`src/sv/idle_slide_fade_animator_defines.svh`:
```
// Assertion helpers for the animator's checks.
`ifndef IDLE_SLIDE_FADE_ANIMATOR_DEFINES_SVH
`define IDLE_SLIDE_FADE_ANIMATOR_DEFINES_SVH

// Same-cycle implication, checked out of reset.
`define ISFA_ASSERT_IMP(lbl, clk, rst_n, ante, cons) \
    lbl: assert property (@(posedge clk) disable iff (!rst_n) (ante) |-> (cons)) \
        else $error("isfa: same-cycle implication violated");

// Next-cycle implication, checked out of reset.
`define ISFA_ASSERT_NXT(lbl, clk, rst_n, ante, cons) \
    lbl: assert property (@(posedge clk) disable iff (!rst_n) (ante) |=> (cons)) \
        else $error("isfa: next-cycle implication violated");

`endif

```
`src/sv/isfa_pkg.sv`:
```
package isfa_pkg;

    // Fraction bits of offset, alpha and velocity (Q23.8 by default).
    localparam int FRAC_BITS_DEF = 8;

    // Shared multiplier: signed A operand times unsigned B operand.
    localparam int MUL_A_W = 34;
    localparam int MUL_B_W = 17;
    localparam int MUL_P_W = MUL_A_W + MUL_B_W + 1;

    // Tick time in Q0.16 seconds after limiting.
    localparam int DT_W = 13;
    localparam logic [15:0]     DT_LIMIT = 16'd6554;
    localparam logic [DT_W-1:0] DT_SUBST = 13'd3277;

    // Configuration register indexes.
    localparam int CFG_IDX_W = 3;
    localparam logic [CFG_IDX_W-1:0] CFG_HIDE_DELAY  = 3'd0;
    localparam logic [CFG_IDX_W-1:0] CFG_POS_SPEED   = 3'd1;
    localparam logic [CFG_IDX_W-1:0] CFG_POS_ACCEL   = 3'd2;
    localparam logic [CFG_IDX_W-1:0] CFG_ALPHA_SPEED = 3'd3;
    localparam logic [CFG_IDX_W-1:0] CFG_ALPHA_ACCEL = 3'd4;
    localparam logic [CFG_IDX_W-1:0] CFG_SCREEN_H    = 3'd5;
    localparam logic [CFG_IDX_W-1:0] CFG_MOVE_THR    = 3'd6;

    typedef logic signed [MUL_P_W-1:0] t_prod;

    typedef struct packed {
        logic                      start;
        logic signed [MUL_A_W-1:0] a;
        logic        [MUL_B_W-1:0] b;
    } t_mul_req;

endpackage

```
`src/sv/isfa_mul.sv`:
```
module isfa_mul
    import isfa_pkg::*;
(
    input  logic     i_clk,
    input  t_mul_req i_req,
    output t_prod    o_prod
);

    t_prod r_prod;

    // Capture a product on request; hold it otherwise.
    always_ff @(posedge i_clk) begin
        if (i_req.start) begin
            r_prod <= i_req.a * $signed({1'b0, i_req.b});
        end
    end

    assign o_prod = r_prod;

endmodule

```
`src/sv/idle_slide_fade_animator.sv`:
```
// Channel   Direction  Handshake                  Payload
// cfg       in         i_cfg_valid / o_cfg_ready  i_cfg_index, i_cfg_data
// in        in         i_in_valid  / o_in_ready   time, cursor x/y, on_desktop, elapsed
// out       out        o_out_valid / i_out_ready  offset, alpha, change flags, hidden, settled
//
// A small sequencer steps one shared 34x17 multiplier; a new request is accepted only
// once the previous tick has left its final step. Each motion (offset, then alpha)
// either snaps in its evaluate step or spends two or three more steps on two or
// three products. Reset is synchronous, active low: it restores register defaults
// and state. A finished result sits in the output register; the next request may be
// accepted meanwhile, and the final step holds until the old result is taken.
`include "idle_slide_fade_animator_defines.svh"

module idle_slide_fade_animator
    import isfa_pkg::*;
#(
    parameter int FRAC_BITS = FRAC_BITS_DEF
) (
    input  logic                 i_clk,
    input  logic                 i_rst_n,

    input  logic                 i_cfg_valid,
    output logic                 o_cfg_ready,
    input  logic [CFG_IDX_W-1:0] i_cfg_index,
    input  logic [31:0]          i_cfg_data,

    input  logic                 i_in_valid,
    output logic                 o_in_ready,
    input  logic [31:0]          i_time_ms,
    input  logic signed [15:0]   i_cursor_x,
    input  logic signed [15:0]   i_cursor_y,
    input  logic                 i_on_desktop,
    input  logic [15:0]          i_elapsed_q16,

    output logic                 o_out_valid,
    input  logic                 i_out_ready,
    output logic [12:0]          o_render_offset,
    output logic [7:0]           o_render_alpha,
    output logic                 o_offset_changed,
    output logic                 o_alpha_changed,
    output logic                 o_hidden,
    output logic                 o_settled
);

    // Fixed-point constants follow the fraction width.
    localparam int ONE    = 1 << FRAC_BITS;
    localparam int HALF   = 1 << (FRAC_BITS - 1);
    localparam int TENTH  = (ONE + 5) / 10;
    localparam int ACC_SH = 16 - FRAC_BITS;
    localparam int DT_SH  = 16;

    localparam logic signed [31:0]      ALPHA_FULL   = 32'(255 * ONE);
    localparam logic signed [MUL_A_W-1:0] OFS_MIN_SPD = MUL_A_W'(-20 * ONE);
    localparam logic signed [MUL_A_W-1:0] ALF_MIN_SPD = MUL_A_W'(10 * ONE);
    localparam t_prod SAT_HI = t_prod'(64'sd2147483647);
    localparam t_prod SAT_LO = t_prod'(-64'sd2147483648);

    // Sequencer codes.
    localparam logic [4:0] S_IDLE   = 5'd0;
    localparam logic [4:0] S_SETTLE = 5'd1;
    localparam logic [4:0] S_OFS    = 5'd2;
    localparam logic [4:0] S_OUP1   = 5'd3;
    localparam logic [4:0] S_OUP2   = 5'd4;
    localparam logic [4:0] S_OUP3   = 5'd5;
    localparam logic [4:0] S_ODN1   = 5'd6;
    localparam logic [4:0] S_ODN2   = 5'd7;
    localparam logic [4:0] S_ODN3   = 5'd8;
    localparam logic [4:0] S_ALF    = 5'd9;
    localparam logic [4:0] S_AUP1   = 5'd10;
    localparam logic [4:0] S_AUP2   = 5'd11;
    localparam logic [4:0] S_AUP3   = 5'd12;
    localparam logic [4:0] S_ADN1   = 5'd13;
    localparam logic [4:0] S_ADN2   = 5'd14;
    localparam logic [4:0] S_ADN3   = 5'd15;
    localparam logic [4:0] S_OUT    = 5'd16;

    function automatic logic signed [31:0] sat32(input t_prod v);
        logic signed [31:0] r;
        if (v > SAT_HI) begin
            r = 32'sh7FFF_FFFF;
        end else if (v < SAT_LO) begin
            r = 32'sh8000_0000;
        end else begin
            r = v[31:0];
        end
        return r;
    endfunction

    function automatic logic [32:0] abs33(input logic signed [32:0] v);
        return v[32] ? 33'(-v) : 33'(v);
    endfunction

    // Whole units of a fixed-point value, limited to 0..top.
    function automatic logic [12:0] whole_lim(input logic signed [31:0] v,
                                              input logic [12:0] top);
        logic signed [31:0] w;
        logic [12:0]        r;
        w = v >>> FRAC_BITS;
        if (v < 0) begin
            r = '0;
        end else if (w > $signed({19'd0, top})) begin
            r = top;
        end else begin
            r = w[12:0];
        end
        return r;
    endfunction

    // Configuration registers.
    logic [31:0] r_hide_delay;
    logic [7:0]  r_pos_speed;
    logic [15:0] r_pos_accel;
    logic [7:0]  r_alpha_speed;
    logic [15:0] r_alpha_accel;
    logic [12:0] r_screen_h;
    logic [7:0]  r_move_thr;

    // Motion state.
    logic [4:0]         r_state, n_state;
    logic signed [31:0] r_ofs_now, n_ofs_now;
    logic signed [31:0] r_ofs_goal, n_ofs_goal;
    logic signed [31:0] r_ofs_vel, n_ofs_vel;
    logic signed [31:0] r_alf_now, n_alf_now;
    logic signed [31:0] r_alf_goal, n_alf_goal;
    logic signed [31:0] r_alf_vel, n_alf_vel;
    logic [12:0]        r_last_ofs, n_last_ofs;
    logic [7:0]         r_last_alf, n_last_alf;
    logic signed [15:0] r_prev_x, n_prev_x;
    logic signed [15:0] r_prev_y, n_prev_y;
    logic [31:0]        r_active_since, n_active_since;
    logic               r_hidden, n_hidden;
    logic [DT_W-1:0]    r_dt, n_dt;
    logic               r_settled, n_settled;
    logic               r_clamp, n_clamp;

    // Output register.
    logic        r_out_valid, n_out_valid;
    logic [12:0] r_out_ofs, n_out_ofs;
    logic [7:0]  r_out_alf, n_out_alf;
    logic        r_out_ofs_chg, n_out_ofs_chg;
    logic        r_out_alf_chg, n_out_alf_chg;
    logic        r_out_hidden, n_out_hidden;
    logic        r_out_settled, n_out_settled;

    t_mul_req mul_req;
    t_prod    prod;

    isfa_mul u_mul (
        .i_clk  (i_clk),
        .i_req  (mul_req),
        .o_prod (prod)
    );

    // Distances and bands, read by several steps.
    logic signed [32:0] ofs_diff, alf_diff;
    logic [32:0]        ofs_diff_abs, alf_diff_abs, ofs_vel_abs, alf_vel_abs;
    logic               ofs_active, alf_active;

    assign ofs_diff     = {r_ofs_goal[31], r_ofs_goal} - {r_ofs_now[31], r_ofs_now};
    assign alf_diff     = {r_alf_goal[31], r_alf_goal} - {r_alf_now[31], r_alf_now};
    assign ofs_diff_abs = abs33(ofs_diff);
    assign alf_diff_abs = abs33(alf_diff);
    assign ofs_vel_abs  = abs33({r_ofs_vel[31], r_ofs_vel});
    assign alf_vel_abs  = abs33({r_alf_vel[31], r_alf_vel});
    assign ofs_active   = (ofs_diff_abs > 33'(TENTH)) || (ofs_vel_abs > 33'(TENTH));
    assign alf_active   = (alf_diff_abs > 33'(TENTH)) || (alf_vel_abs > 33'(TENTH));

    // Front-end decision terms, valid on the accept cycle.
    logic signed [16:0] dx, dy;
    logic [16:0]        adx, ady;
    logic               moving;
    logic [31:0]        still_ms;
    logic [DT_W-1:0]    dt_lim;

    assign dx       = {i_cursor_x[15], i_cursor_x} - {r_prev_x[15], r_prev_x};
    assign dy       = {i_cursor_y[15], i_cursor_y} - {r_prev_y[15], r_prev_y};
    assign adx      = dx[16] ? 17'(-dx) : 17'(dx);
    assign ady      = dy[16] ? 17'(-dy) : 17'(dy);
    assign moving   = (adx > {9'd0, r_move_thr}) || (ady > {9'd0, r_move_thr});
    assign still_ms = i_time_ms - r_active_since;
    assign dt_lim   = (i_elapsed_q16 > DT_LIMIT) ? DT_SUBST : i_elapsed_q16[DT_W-1:0];

    // Product-derived terms for the motion steps.
    logic signed [31:0] vel_acc_ofs, vel_acc_alf;
    logic signed [31:0] pos_up_ofs, pos_up_alf;
    logic signed [31:0] pos_dn_ofs, pos_dn_alf;
    logic               prod_big;

    assign vel_acc_ofs = sat32(t_prod'(r_ofs_vel) + (prod >>> ACC_SH));
    assign vel_acc_alf = sat32(t_prod'(r_alf_vel) + (prod >>> ACC_SH));
    assign pos_up_ofs  = sat32(t_prod'(r_ofs_now) + (prod >>> DT_SH));
    assign pos_up_alf  = sat32(t_prod'(r_alf_now) - (prod >>> DT_SH));
    assign pos_dn_ofs  = sat32(t_prod'(r_ofs_now) + (prod >>> DT_SH));
    assign pos_dn_alf  = sat32(t_prod'(r_alf_now) + (prod >>> DT_SH));
    // Gain times dt at or above one: the proportional step overshoots.
    assign prod_big    = prod[MUL_P_W-1:DT_SH] != '0;

    assign o_cfg_ready = 1'b1;
    assign o_in_ready  = (r_state == S_IDLE);

    always_comb begin
        n_state        = r_state;
        n_ofs_now      = r_ofs_now;
        n_ofs_goal     = r_ofs_goal;
        n_ofs_vel      = r_ofs_vel;
        n_alf_now      = r_alf_now;
        n_alf_goal     = r_alf_goal;
        n_alf_vel      = r_alf_vel;
        n_last_ofs     = r_last_ofs;
        n_last_alf     = r_last_alf;
        n_prev_x       = r_prev_x;
        n_prev_y       = r_prev_y;
        n_active_since = r_active_since;
        n_hidden       = r_hidden;
        n_dt           = r_dt;
        n_settled      = r_settled;
        n_clamp        = r_clamp;
        n_out_valid    = r_out_valid && !i_out_ready;
        n_out_ofs      = r_out_ofs;
        n_out_alf      = r_out_alf;
        n_out_ofs_chg  = r_out_ofs_chg;
        n_out_alf_chg  = r_out_alf_chg;
        n_out_hidden   = r_out_hidden;
        n_out_settled  = r_out_settled;
        mul_req        = '{start: 1'b0, a: '0, b: '0};

        unique case (r_state)
            S_IDLE: begin
                if (i_in_valid) begin
                    // Select shown or hidden, then store the cursor.
                    if (moving) begin
                        if (i_on_desktop) begin
                            n_active_since = i_time_ms;
                            n_ofs_goal     = '0;
                            n_alf_goal     = ALPHA_FULL;
                            n_hidden       = 1'b0;
                        end
                    end else if (!r_hidden && (still_ms > r_hide_delay)) begin
                        n_ofs_goal = 32'(r_screen_h) << FRAC_BITS;
                        n_alf_goal = '0;
                        n_hidden   = 1'b1;
                        n_ofs_vel  = '0;
                        n_alf_vel  = '0;
                    end
                    n_prev_x = i_cursor_x;
                    n_prev_y = i_cursor_y;
                    n_dt     = dt_lim;
                    n_state  = S_SETTLE;
                end
            end
            S_SETTLE: begin
                // Both motions at rest: run the step with zero time.
                n_settled = (ofs_diff_abs < 33'(HALF)) && (ofs_vel_abs < 33'(ONE)) &&
                            (alf_diff_abs < 33'(HALF)) && (alf_vel_abs < 33'(ONE));
                if (n_settled) begin
                    n_dt = '0;
                end
                n_state = S_OFS;
            end
            S_OFS: begin
                if (!ofs_active) begin
                    n_ofs_now = r_ofs_goal;
                    n_state   = S_ALF;
                end else if (r_ofs_goal > r_ofs_now) begin
                    mul_req = '{start: 1'b1, a: MUL_A_W'(r_pos_accel), b: MUL_B_W'(r_dt)};
                    n_state = S_OUP1;
                end else begin
                    mul_req = '{start: 1'b1, a: MUL_A_W'(ofs_diff), b: MUL_B_W'(r_pos_speed)};
                    n_state = S_ODN1;
                end
            end
            S_OUP1: begin
                n_ofs_vel = vel_acc_ofs;
                n_state   = S_OUP2;
            end
            S_OUP2: begin
                mul_req = '{start: 1'b1, a: MUL_A_W'(r_ofs_vel), b: MUL_B_W'(r_dt)};
                n_state = S_OUP3;
            end
            S_OUP3: begin
                if (pos_up_ofs > r_ofs_goal) begin
                    n_ofs_now = r_ofs_goal;
                    n_ofs_vel = '0;
                end else begin
                    n_ofs_now = pos_up_ofs;
                end
                n_state = S_ALF;
            end
            S_ODN1: begin
                // Speed slower than the floor: use the floor speed.
                n_clamp = prod > t_prod'(OFS_MIN_SPD);
                mul_req = '{start: 1'b1, a: MUL_A_W'(r_pos_speed), b: MUL_B_W'(r_dt)};
                n_state = S_ODN2;
            end
            S_ODN2: begin
                if (r_clamp) begin
                    mul_req = '{start: 1'b1, a: OFS_MIN_SPD, b: MUL_B_W'(r_dt)};
                    n_state = S_ODN3;
                end else if (prod_big) begin
                    n_ofs_now = r_ofs_goal;
                    n_state   = S_ALF;
                end else begin
                    mul_req = '{start: 1'b1, a: MUL_A_W'(ofs_diff),
                                b: {1'b0, prod[DT_SH-1:0]}};
                    n_state = S_ODN3;
                end
            end
            S_ODN3: begin
                n_ofs_now = (pos_dn_ofs < r_ofs_goal) ? r_ofs_goal : pos_dn_ofs;
                n_state   = S_ALF;
            end
            S_ALF: begin
                if (!alf_active) begin
                    n_alf_now = r_alf_goal;
                    n_state   = S_OUT;
                end else if (r_alf_goal < r_alf_now) begin
                    mul_req = '{start: 1'b1, a: MUL_A_W'(r_alpha_accel), b: MUL_B_W'(r_dt)};
                    n_state = S_AUP1;
                end else begin
                    mul_req = '{start: 1'b1, a: MUL_A_W'(alf_diff),
                                b: MUL_B_W'(r_alpha_speed)};
                    n_state = S_ADN1;
                end
            end
            S_AUP1: begin
                n_alf_vel = vel_acc_alf;
                n_state   = S_AUP2;
            end
            S_AUP2: begin
                mul_req = '{start: 1'b1, a: MUL_A_W'(r_alf_vel), b: MUL_B_W'(r_dt)};
                n_state = S_AUP3;
            end
            S_AUP3: begin
                if (pos_up_alf < r_alf_goal) begin
                    n_alf_now = r_alf_goal;
                    n_alf_vel = '0;
                end else begin
                    n_alf_now = pos_up_alf;
                end
                n_state = S_OUT;
            end
            S_ADN1: begin
                n_clamp = prod < t_prod'(ALF_MIN_SPD);
                mul_req = '{start: 1'b1, a: MUL_A_W'(r_alpha_speed), b: MUL_B_W'(r_dt)};
                n_state = S_ADN2;
            end
            S_ADN2: begin
                if (r_clamp) begin
                    mul_req = '{start: 1'b1, a: ALF_MIN_SPD, b: MUL_B_W'(r_dt)};
                    n_state = S_ADN3;
                end else if (prod_big) begin
                    n_alf_now = r_alf_goal;
                    n_state   = S_OUT;
                end else begin
                    mul_req = '{start: 1'b1, a: MUL_A_W'(alf_diff),
                                b: {1'b0, prod[DT_SH-1:0]}};
                    n_state = S_ADN3;
                end
            end
            S_ADN3: begin
                n_alf_now = (pos_dn_alf > r_alf_goal) ? r_alf_goal : pos_dn_alf;
                n_state   = S_OUT;
            end
            S_OUT: begin
                // Hold until the previous result has left the output register.
                if (!r_out_valid || i_out_ready) begin
                    n_out_ofs     = whole_lim(r_ofs_now, 13'd8191);
                    n_out_alf     = 8'(whole_lim(r_alf_now, 13'd255));
                    n_out_ofs_chg = n_out_ofs != r_last_ofs;
                    n_out_alf_chg = n_out_alf != r_last_alf;
                    n_out_hidden  = r_hidden;
                    n_out_settled = r_settled;
                    n_out_valid   = 1'b1;
                    n_last_ofs    = n_out_ofs;
                    n_last_alf    = n_out_alf;
                    n_state       = S_IDLE;
                end
            end
            default: begin
                n_state = S_IDLE;
            end
        endcase
    end

    always_ff @(posedge i_clk) begin
        if (!i_rst_n) begin
            r_hide_delay   <= 32'd5000;
            r_pos_speed    <= 8'd0;
            r_pos_accel    <= 16'd0;
            r_alpha_speed  <= 8'd16;
            r_alpha_accel  <= 16'd128;
            r_screen_h     <= 13'd1080;
            r_move_thr     <= 8'd2;
            r_state        <= S_IDLE;
            r_ofs_now      <= '0;
            r_ofs_goal     <= '0;
            r_ofs_vel      <= '0;
            r_alf_now      <= ALPHA_FULL;
            r_alf_goal     <= ALPHA_FULL;
            r_alf_vel      <= '0;
            r_last_ofs     <= '0;
            r_last_alf     <= 8'd255;
            r_prev_x       <= '0;
            r_prev_y       <= '0;
            r_active_since <= '0;
            r_hidden       <= 1'b0;
            r_out_valid    <= 1'b0;
        end else begin
            if (i_cfg_valid) begin
                unique case (i_cfg_index)
                    CFG_HIDE_DELAY:  r_hide_delay  <= i_cfg_data;
                    CFG_POS_SPEED:   r_pos_speed   <= i_cfg_data[7:0];
                    CFG_POS_ACCEL:   r_pos_accel   <= i_cfg_data[15:0];
                    CFG_ALPHA_SPEED: r_alpha_speed <= i_cfg_data[7:0];
                    CFG_ALPHA_ACCEL: r_alpha_accel <= i_cfg_data[15:0];
                    CFG_SCREEN_H:    r_screen_h    <= i_cfg_data[12:0];
                    CFG_MOVE_THR:    r_move_thr    <= i_cfg_data[7:0];
                    default: begin
                        // Drop writes beyond the register list.
                    end
                endcase
            end
            r_state        <= n_state;
            r_ofs_now      <= n_ofs_now;
            r_ofs_goal     <= n_ofs_goal;
            r_ofs_vel      <= n_ofs_vel;
            r_alf_now      <= n_alf_now;
            r_alf_goal     <= n_alf_goal;
            r_alf_vel      <= n_alf_vel;
            r_last_ofs     <= n_last_ofs;
            r_last_alf     <= n_last_alf;
            r_prev_x       <= n_prev_x;
            r_prev_y       <= n_prev_y;
            r_active_since <= n_active_since;
            r_hidden       <= n_hidden;
            r_out_valid    <= n_out_valid;
        end
    end

    // Working and payload registers: no reset needed.
    always_ff @(posedge i_clk) begin
        r_dt          <= n_dt;
        r_settled     <= n_settled;
        r_clamp       <= n_clamp;
        r_out_ofs     <= n_out_ofs;
        r_out_alf     <= n_out_alf;
        r_out_ofs_chg <= n_out_ofs_chg;
        r_out_alf_chg <= n_out_alf_chg;
        r_out_hidden  <= n_out_hidden;
        r_out_settled <= n_out_settled;
    end

    assign o_out_valid      = r_out_valid;
    assign o_render_offset  = r_out_ofs;
    assign o_render_alpha   = r_out_alf;
    assign o_offset_changed = r_out_ofs_chg;
    assign o_alpha_changed  = r_out_alf_chg;
    assign o_hidden         = r_out_hidden;
    assign o_settled        = r_out_settled;

    // Final step with a result still waiting in the output register.
    logic out_wait;
    assign out_wait = (r_state == S_OUT) && r_out_valid;

    // An accepted request always starts with the settle test.
    `ISFA_ASSERT_NXT(a_accept_settle, i_clk, i_rst_n, i_in_valid && o_in_ready, r_state == S_SETTLE)
    // A waiting result is never overwritten by the final step.
    `ISFA_ASSERT_NXT(a_out_hold, i_clk, i_rst_n, out_wait && !i_out_ready, out_wait)
    // The hidden flag and the alpha goal always agree.
    `ISFA_ASSERT_IMP(a_hidden_goal, i_clk, i_rst_n, r_hidden, r_alf_goal == '0)
    `ISFA_ASSERT_IMP(a_shown_goal, i_clk, i_rst_n, !r_hidden, r_alf_goal == ALPHA_FULL)

endmodule
```
`config.mk`:
```
export PLATFORM = sky130hd
export DESIGN_NAME = idle_slide_fade_animator
export DESIGN_NICKNAME = d
export VERILOG_FILES = /design/src/sv/isfa_pkg.sv /design/src/sv/isfa_mul.sv /design/src/sv/idle_slide_fade_animator.sv
export VERILOG_INCLUDE_DIRS = /design/src /design/src/sv
export SDC_FILE = /design/constraint.sdc
export NUM_CORES = 2
export LEC_CHECK = 0
export BUFFER_PORTS_ARGS = -buffer_cell sky130_fd_sc_hd__buf_2
export CAP_MARGIN = 10
export CORE_MARGIN = 5
export CORE_UTILIZATION = 30
export CTS_BUF_LIST = sky130_fd_sc_hd__clkbuf_2
export DETAILED_ROUTE_END_ITERATION = 16
export SLEW_MARGIN = 5
export SYNTH_ARGS = -nofsm -noshare
export SYNTH_HDL_FRONTEND = slang
export SYNTH_SLANG_ARGS = --single-unit
```
`constraint.sdc`:
```
create_clock -name i_clk -period 23 [get_ports i_clk]
set_input_delay 1.15 -clock i_clk [delete_from_list [all_inputs] [get_ports i_clk]]
set_output_delay 1.15 -clock i_clk [all_outputs]
set_load 0.01 [all_outputs]
```
==> flow_summary.json <==
{
  "outcome": "finished clean",
  "worstPathMaxFanout": 17,
  "synth_async_sr_flop_share": 0,
  "post_route_cells_drive_above_1_share": 0.0868,
  "placement.io_buffers": 147,
  "wire_per_inst_um": 23.1,
  "power.density_nw_per_um2": 90.5,
  "fp.dieArea_um2": 204000,
  "synth_seq_area_share": 0.162,
  "post_synthesis_net_count": 8443,
  "synth_enable_flop_cells": 92,
  "clock_sinks": 427,
  "clk_latency_ns": 1.63,
  "postRouteWirelength_mm": 236,
  "post-synth-top-area-fraction": 0.175,
  "die_x_um": 452,
  "hold_ws_ns": 0.191,
  "finish.net_count": 8651,
  "synthesis.instances": 7323,
  "timing.hold.worst_path_depth": 3,
  "grt.total_usage": 0.225,
  "end_of_flow_core_utilization": 0.333,
  "finalCriticalPeriod_ns": 14.89,
  "rsz0062_at_grt": "false",
  "yosysTopAreaCell": "fa_1",
  "die_h_um": 452,
  "finalHoldViolations": 0,
  "grt_max_degree": 85,
  "synth_area_leaders": "fa_1 (17%), dfxtp_1 (11%), ha_1 (10%)",
  "timing.slew.headroom": 0.126,
  "clock_tree_from_tritoncts": "built",
  "worst_clock_skew_ns": 0.179,
  "critical-path-max-stage-delay_ns": 1.05,
  "drtIter0Drc": 5471,
  "setup-tns-final_ns": 0,
  "firstDrtPassIters": 6,
  "critPathMostFrequentCell": "fa_1",
  "leakage_nw": 28.9,
  "cts-buffers-inserted": 130,
  "total_power_w": 0.00586,
  "start_kind": "flip-flop",
  "hp-class": "input pin to flip-flop",
  "syn_area_um2": 58600,
  "via_count_of_the_first_global_routing_pass": 55900,
  "worstSetupPathType": "flip-flop to flip-flop",
  "drt_drc_violations_left": 0,
  "viasPerCell": 5.64,
  "min_period_over_period": 0.647,
  "setup_viol": 0,
  "area_growth_pct": 10.5,
  "cts.htree.levels": 4,
  "via_count": 57500,
  "grt_first_pass_wirelength_mm": 353,
  "timing.max_cap.violations": 0,
  "category_of_the_worst_setup_path_capture_point": "flip-flop",
  "post_synth_num_cell_types": 113,
  "timing_max_transition_violations_final": 0,
  "antenna_left": 0,
  "overflow": 0,
  "cell_at_the_slowest_stage_of_the_critical_path": "a222oi_1",
  "clkTransAtPathRegs_ns": 0.10,
  "place_congestion": 0.977,
  "timing.critical_path.required_ns": 24.35,
  "worst_ep_arrival_time_ns": 16.24,
  "tightest_slew_ns": 1.30,
  "cts_max_path_buffers": 3,
  "io_pins": 149,
  "dp_hpwl_mm": 183,
  "cts_root_buf": "clkbuf_2",
  "grt_antenna_before_repair": 23,
  "max_freq_mhz": 67.2,
  "vdd_drop_max_mv": 0.109,
  "synth_ff_type": "dfxtp_1",
  "floorplan.rows": 162,
  "avgSynthCellArea_um2": 8.00,
  "worstRegToRegCells": 40,
  "ys.warnings.count": 0,
  "ys_seq_elements": 427,
  "initial_core_util": 0.301,
  "core_um2": 195000
}
==> Yosys cell counts, types with 26 or more instances <==
| library cell | count |
|---|---|
| o211ai_1 | 52 |
| a22oi_1 | 46 |
| xor2_1 | 123 |
| dfxtp_1 | 335 |
| nand2b_1 | 88 |
| edfxtp_1 | 92 |
| or2_2 | 43 |
| nand4_1 | 86 |
| buf_2 | 53 |
| and3_1 | 59 |
| a22o_1 | 28 |
| clkbuf_1 | 245 |
| or4_1 | 26 |
| ha_1 | 487 |
| a31oi_1 | 81 |
| a21o_1 | 157 |
| a211oi_1 | 58 |
| nor4_1 | 82 |
| fa_1 | 512 |
| inv_1 | 833 |
| a21oi_1 | 521 |
| nor3_1 | 156 |
| a221o_1 | 129 |
| nor2b_1 | 73 |
| mux2i_1 | 51 |
| nand3_1 | 138 |
| and2_1 | 39 |
| nor2_1 | 715 |
| o31ai_1 | 33 |
| or3_1 | 57 |
| nand2_1 | 828 |
| xnor2_1 | 244 |
| o21bai_1 | 47 |
| o21a_1 | 47 |
| o21ai_0 | 265 |
==> worst max-delay path: cells and delay by family, from the launching register on <==
kind,cells,cell delay [ns]
simple gates,14,5.33
compound gates,12,4.00
fa+ha+maj,8,3.61
mux,1,0.36
buf+inv,3,0.53
flops,1,0.49
xor+xnor,2,0.40
==> metal layers <==
| metal | share of wire | up-vias | global-route usage |
|---|---|---|---|
| met5 | 0.00020 | - | 0 |
| met4 | 0.066 | 6 | 0.126 |
| met3 | 0.092 | 620 | 0.0537 |
| met2 | 0.43 | 2708 | 0.348 |
| met1 | 0.41 | 28200 | 0.287 |
| li1 | - | 26000 | - |
==> logic make-up (layout without fill, tap and decap cells) <==
group,Yosys count,in the layout,share of synthesized area
adder cells (fa/ha/maj),999,999,0.279
buffers and inverters,1166,1471,0.0772
other,1,29,0.0000640
XOR/XNOR,367,367,0.0549
AO/OA/AOI/OAI,1781,1781,0.211
multiplexers,72,72,0.0127
flip-flops,427,427,0.162
AND/OR/NAND/NOR,2510,2510,0.203
==> stage by stage <==
stage | setup WS (ns) | area [µm²] | cells
final | 8.11 | 64800 | 10200
after global routing | 7.52 | 64700 | 10200
after floorplan | 10.72 | 58600 | 7323
after detailed placement | 8.26 | 62300 | 9824
after global placement | 7.38 | 62300 | 9822
after CTS | 8.37 | 64700 | 10200
==> report_power, final <==
part | switching (W) | total [W] | internal, W
logic | 0.00279 | 0.00417 | 0.00139
clock network | 0.000404 | 0.000653 | 0.000249
registers | 0.000123 | 0.00103 | 0.000908
==> state kept, by name (all words and copies together) (netlist names), 32 cells and up <==
| signal | cells |
|---|---|
| r_active_since | 32 |
| r_alf_now | 32 |
| r_alf_vel | 32 |
| r_hide_delay | 32 |
| r_ofs_now | 32 |
| r_ofs_vel | 32 |
| u_mul.o_prod | 52 |
==> cell type report <==
type                    instances  area, µm²
fillers                     20600     130000
multi-input cells            5730      44700
flip-flops and latches        427       9470
well taps                    2542       3180
inverters                     837       3150
repair buffers                405       2960
clock buffers                 193        966
clock inverters                36        221
diodes                         28       70.1
==> worst paths after layout <==
kind / slack, ns / start / end
worst min-delay path: 0.19 / i_elapsed_q16[14] / r_dt[11]
worst max-delay path: 8.11 / r_alf_now[0] / u_mul.o_prod[51]
worst max register to register: 8.11 / r_alf_now[0] / u_mul.o_prod[51]
worst min register to register: 0.46 / r_hide_delay[1] / r_hide_delay[1]
==> placed cells by master (no fill, tap or decap), types with 26 or more instances in the layout <==
cell type and count:
a221o_1 128, a21o_1 157, xnor2_1 244, o21ai_0 263, a31oi_1 79, nor4_1 80
a21oi_1 521, diode_2 28, o21bai_1 47, and2_1 39, a22o_1 28, nor2_1 714
o211ai_1 52, fa_1 512, nor3_1 151, clkbuf_2 193, o31ai_1 33, nand2_1 828
or3_1 57, dlygate4sd3_1 117, inv_1 831, nor2b_1 73, buf_4 140, xor2_1 123
a211oi_1 58, ha_1 487, and3_1 58, nand3_1 137, edfxtp_1 92, a22oi_1 46
or2_2 44, nand2b_1 88, nand4_1 86, buf_2 148, dfxtp_1 335, or4_1 26
o21a_1 47, mux2i_1 51
==> what timing repair did <==
action,CTS,global route
buffers inserted,0,0
hold buffers,117,0
endpoints found under the hold margin,180,0
gates resized for setup,0,0
endpoints found under the setup margin,0,0
Note: power is estimated with default switching activity, not from simulation.
